$ cat src/sv/cfs_sqrt.sv
`default_nettype none
// Pipelined floor square root of a nonnegative word, one result bit per stage.
module cfs_sqrt #(
	parameter int unsigned XW = 64
) (
	input  wire logic            clk,
	input  wire logic            arst_n,
	input  wire logic            in_valid,
	input  wire logic [XW-1:0]   x,
	output logic                 out_valid,
	output logic [XW/2-1:0]      root
);
	localparam int unsigned RW = XW / 2;

	logic          vld_s [RW+1];
	logic [XW-1:0] x_s   [RW+1];
	logic [RW+1:0] r_s   [RW+1];
	logic [RW-1:0] q_s   [RW+1];

	always_ff @(posedge clk or negedge arst_n) begin
		if (!arst_n) begin
			vld_s[0] <= 1'b0;
		end else begin
			vld_s[0] <= in_valid;
		end
	end
	always_ff @(posedge clk) begin
		x_s[0] <= x;
		r_s[0] <= '0;
		q_s[0] <= '0;
	end

	// Digit-by-digit: bring down two bits, try 4q+1.
	for (genvar i = 0; i < RW; i++) begin : g_st
		logic [RW+3:0] rem2;
		logic [RW+3:0] trial;
		always_comb begin
			rem2  = {r_s[i], x_s[i][XW-1:XW-2]};
			trial = rem2 - {2'b00, q_s[i], 2'b01};
		end
		always_ff @(posedge clk or negedge arst_n) begin
			if (!arst_n) begin
				vld_s[i+1] <= 1'b0;
			end else begin
				vld_s[i+1] <= vld_s[i];
			end
		end
		always_ff @(posedge clk) begin
			x_s[i+1] <= {x_s[i][XW-3:0], 2'b00};
			if (!trial[RW+3]) begin
				r_s[i+1] <= trial[RW+1:0];
				q_s[i+1] <= {q_s[i][RW-2:0], 1'b1};
			end else begin
				r_s[i+1] <= rem2[RW+1:0];
				q_s[i+1] <= {q_s[i][RW-2:0], 1'b0};
			end
		end
	end

	assign out_valid = vld_s[RW];
	assign root      = q_s[RW];
endmodule
`default_nettype wire

$ cat config.mk
export PLATFORM = sky130hd
export DESIGN_NAME = cfs_sqrt
export DESIGN_NICKNAME = d
export VERILOG_FILES = /design/src/sv/cfs_sqrt.sv
export SDC_FILE = /design/constraint.sdc
export NUM_CORES = 2
export LEC_CHECK = 0
export BUFFER_PORTS_ARGS = -buffer_cell sky130_fd_sc_hd__buf_2
export CAP_MARGIN = 20
export CORE_ASPECT_RATIO = 2
export CORE_UTILIZATION = 50
export CTS_CLUSTER_SIZE = 12
export DETAILED_ROUTE_END_ITERATION = 8
export PLACE_DENSITY_LB_ADDON = 0.08
export SKIP_LAST_GASP = 1
export SLEW_MARGIN = 20
export SYNTH_ARGS = -nofsm -noshare
export SYNTH_HDL_FRONTEND = slang
export SYNTH_MEMORY_MAX_BITS = 65536
export SYNTH_SLANG_ARGS = --single-unit
$ cat constraint.sdc
create_clock -name clk -period 4.9 [get_ports clk]
set_input_delay 0.245 -clock clk [delete_from_list [all_inputs] [get_ports clk]]
set_output_delay 0.245 -clock clk [all_outputs]
set_load 0.02 [all_outputs]
**Yosys cells after proc, flatten, opt, wreduce, memory -nomap -nowiden**

Memories as Yosys holds them, arrays and structs flattened.
Cells that the tools add are included.

- Output and inout bits: 33
- Memory bits (writable): 4,290
- Register bits after elaboration: 33
- Memories: 3
- Input port bits: 67

- Bitwise operators: 64
- Muxes and demuxes: 128
- Add/sub/neg operators: 32

Memories:

| memory | words | width | rd ports | clocked after Yosys merged registers in | wr ports | RTL line | RTL |
|---|---|---|---|---|---|---|---|
| x_s | 33 | 64 | 32 | 0 | 33 | 16 | `logic [XW-1:0] x_s [RW+1];` |
| r_s | 33 | 34 | 32 | 0 | 33 | 17 | `logic [RW+1:0] r_s [RW+1];` |
| q_s | 33 | 32 | 33 | 0 | 33 | 18 | `logic [RW-1:0] q_s [RW+1];` |

Operators with widths:

| operator | count |
|---|---|
| subtractor 36 x 34 -> 36 bit | 32 |
| two-way mux 34 bit | 32 |
| two-way mux 32 bit | 32 |
| two-way mux 1 bit | 64 |
| OR 1 bit | 64 |

**Logic depth before layout (Yosys ltp)**

- Word-level depth: 3
- Gate-level depth with buffers: 16
- Mapped depth without buffers: 14

**Least setup slack after synthesis**

No wires, ideal clock.

- Path type: reg-to-reg
- From: mem q_s[11][10] (netlist name)
- To: mem r_s[12][23] (netlist name)
- Data required time: 4.828 ns
- Arrival time: 3.867 ns
- Buffers on the path: 1
- Cell stages (with the launch flop): 15
- Path slack: 0.961 ns
- Setup time: 0.072 ns
- Clock period less this slack: 3.939 ns
- Path through: dfxtp_1 > inv_1 > ha_1 > or4_4 > or3_4 > or4_4 > or4_4 > or3_4 > nor2_4 > nor2b_2 > or3_1 > buf_2 > or2_4 > nor3_4 > xor2_1

RTL lines:

| element | RTL line |
|---|---|
| start, declared | 18 |
| end, declared | 17 |

==> results.toml <==
[placed_design]
post-place-ws_ns = 0.3918
dp_hpwl_um = 170900
place.gp.congestion = 0.9146
port-buffer-count = 99

[sta]
finalSetupViolCount = 0
tightest_slew_ns = 1.110
grt_setup_unrepaired = "no"
slew_viol_final = 0
min_period_ns = 4.559
skew_ns = 0.07146
period_share_pct = 93.03
worst_slack_ns = 0.3414
setup_tns_ns = 0
hold_viol_final = 0
timing.fmax_mhz = 219.4
slew_headroom_pct = 25.22

[route]
viasPerCell = 5.198
vias = 62438
ant_nets = 0
drtPass1Iterations = 5
drt_first_iter_violations = 2315
routed_wl_um = 217800
post_drt_wl_per_cell_um = 18.13
post-route-drc-count = 0

[worst_hold_path]
hold_path.class = "primary input to flop"
worstHoldStart = "x[60]"
min_path_cells = 2

[finish]
num-fill-cells = 15823
drive_gt1_share_pct = 6.490
nNetsFinal = 9932
syn_to_final_growth_pct = 12.98

[yosys]
synth-simple-area-share_pct = 11.82
yosysMostFrequentCell = "dfxtp_1"
ys_seq_elements = 2622
syn_inst = 8955
async_flop_share_pct = 1.259
avgSynthCellArea_um2 = 10.36
synth_ff_type = "dfxtp_1"
ys_types = 86
synthTopCellsByCount = "dfxtp_1, nand2_1, inv_1"
yosysWarnings = 0
syn_area_um2 = 92780
synth_edf_count = 0
seq_area_frac_synth_pct = 56.76
synthAdderAreaFrac_pct = 7.121
synth_mux_area_share_pct = 0.7916
synth_xor_area_share_pct = 8.411
synth_compound_gate_area_share_pct = 11.59
synth_top_family_by_area = "simple AND/OR/NAND/NOR gates"
synth_top_area_share_pct = 55.87
synth_area_leaders = "dfxtp_1, ha_1, xor2_1"
synth_fp_nets = 9550
yosys.area.top_type = "dfxtp_1"

[clock_tree]
clkSinkCount = 2622
cts-buffers-inserted = 248
h-tree-depth = 4
clk_path_buf_depth = 4
insertion_delay_ns = 0.90
cts_setup_buffers = 0
clkTransAtPathRegs_ns = 0.06
root_buffer = "clkbuf_16"
cts_tree = "built"

[grt]
grt.overflow.total = 0
met3_usage_pct = 2.641
track_usage_pct = 22.89
grt_pass1_wl_um = 332300
busiest_layer = "met2"
grt_max_degree = 66
use_met2_pct = 49.76
use_met1_pct = 15.06
grt_pass1_vias = 65433
grt_antenna_before_repair = 15

[setup_path]
cp_max_fo = 8
startpoint_type = "flop"
path_cells = "inv_1 > ha_1 > a211oi_1 > o21ai_0 > o22ai_1 > o31ai_1 > buf_4 > a211o_1 > a31oi_1 > o21ai_1 > a211oi_1 > xor2_4 > a2111oi_0 > xor2_1"
slowest_delay_ns = 0.59
crit_required_ns = 5.60
startpoint = "q_s[29][6]$_DFF_P_"
setup.worst_path.end_class = "flop"
r2r_cells = 14
slowest_stage = "a2111oi_0"
critical-path-top-delay-family = "compound AO/OA/AOI/OAI gates"
crit_type = "flop to flop"
arrival_ns = 5.26
r2r_start = "q_s[29][6]$_DFF_P_"
crit_top_cell = "a211oi_1"
critPathBufInv = 2
crit_cells = 14

[job]
maxCapViolCount = 0

[floorplan]
ios = 100
rows = 223
core_um2 = 184400
start_util_pct = 50.30
die_w_um = 306.6
fp.dieH_um = 611.2
die_area_um2 = 187400

[power]
ir_drop_uv = 343.9
total_leakage_power_nw = 46.76
powerDensity_nw_per_um2 = 708.8

[run_status]
status = "finished clean"
==> registers in the layout, summed over array words and instances, names as in the netlist <==
name	cells
out_valid	1
q_s	528
r_s	1005
vld_s	32
x_s	1056
==> layer usage <==
| layer | share of wire [%] | wire length (um) | vias up |
|---|---|---|---|
| li1 | - | - | 31114 |
| met4 | 10 | 22800 | 4 |
| met3 | 2.4 | 5195 | 767 |
| met1 | 27 | 58480 | 29445 |
| met2 | 60 | 131300 | 1108 |
| met5 | 0.012 | 26 | - |
==> path summary, 6_finish.rpt <==
kind / end / slack, ns
setup / recovery: r_s[30][32]$_DFF_P_ / 0.34
max in group asynchronous: vld_s[23]$_DFF_PN0_ / 4.30
setup reg to reg: r_s[30][32]$_DFF_P_ / 0.34
min in group asynchronous: vld_s[20]$_DFF_PN0_ / 0.43
hold reg to reg: x_s[0][489]$_DFF_P_ / 0.27
hold / removal: x_s[0][60]$_DFF_P_ / 0.05
==> layout make-up <==
cell class	instances	area, um2	area share, %
Sequential cell	2622	52660	50.23
Antenna cell	153	382.9	0.3653
Multi-Input combinational cell	5469	37110	35.41
Inverter	688	2582	2.464
Clock buffer	285	6416	6.121
Timing Repair Buffer	308	2440	2.328
Tap cell	2475	3097	2.954
Clock inverter	12	133.9	0.1277
==> report_power, final <==
| part | total (mW) | switching (mW) | internal [mW] | leakage (nW) |
|---|---|---|---|---|
| registers | 29.9 | 3.49 | 26.4 | 22.2 |
| logic | 27.9 | 16.3 | 11.7 | 21.3 |
| clock network | 16.5 | 7.38 | 9.11 | 3.21 |
| total | 74.3 | 27.1 | 47.2 | 46.8 |
==> cells in the final DEF, fill, tap and decap left out, types with 130 or more instances in the layout <==
| master | Yosys | final |
|---|---|---|
| o21ai_0 | 617 | 617 |
| nand2_1 | 775 | 775 |
| nor2_1 | 399 | 399 |
| a21o_1 | 230 | 230 |
| inv_1 | 684 | 684 |
| xnor2_1 | 403 | 391 |
| ha_1 | 528 | 528 |
| xor2_1 | 488 | 479 |
| nand2b_1 | 130 | 130 |
| a21oi_1 | 373 | 373 |
| dfxtp_1 | 2589 | 2589 |
| clkbuf_16 | 0 | 249 |
| diode_2 | 0 | 153 |
| nor3_1 | 226 | 226 |
==> repair_timing <==
item,in CTS,in global routing
gates resized for setup,0,0
hold endpoints to repair,98,0
hold buffers,121,0
==> stage by stage <==
step,utilization (%),power [mW],cells,hold WS (ns),instance area [um2]
after floorplan,-,49.33,8955,-0.05059,92780
after global placement,52.40,57.50,11441,0.2887,96640
after detailed placement,52.41,58.13,11441,0.3121,96650
after CTS,56.62,74.91,11859,0.0001977,104400
after global routing,56.83,79.06,12009,0.01802,104800
final,56.83,74.30,12012,0.05015,104800
==> logic make-up (layout without fill, tap and decap cells) <==
| logic type | after synthesis | count (layout) |
|---|---|---|
| DFF | 2622 | 2622 |
| xor gates and xnor gates | 891 | 891 |
| muxes | 66 | 66 |
| other | 1 | 154 |
| adders and majority gates | 528 | 528 |
| and+or+nand+nor | 2249 | 2249 |
| AOI/OAI and AO/OA | 1734 | 1734 |
| buffers and inverters | 864 | 1293 |
No activity file was read; power rests on OpenSTA's default activity.
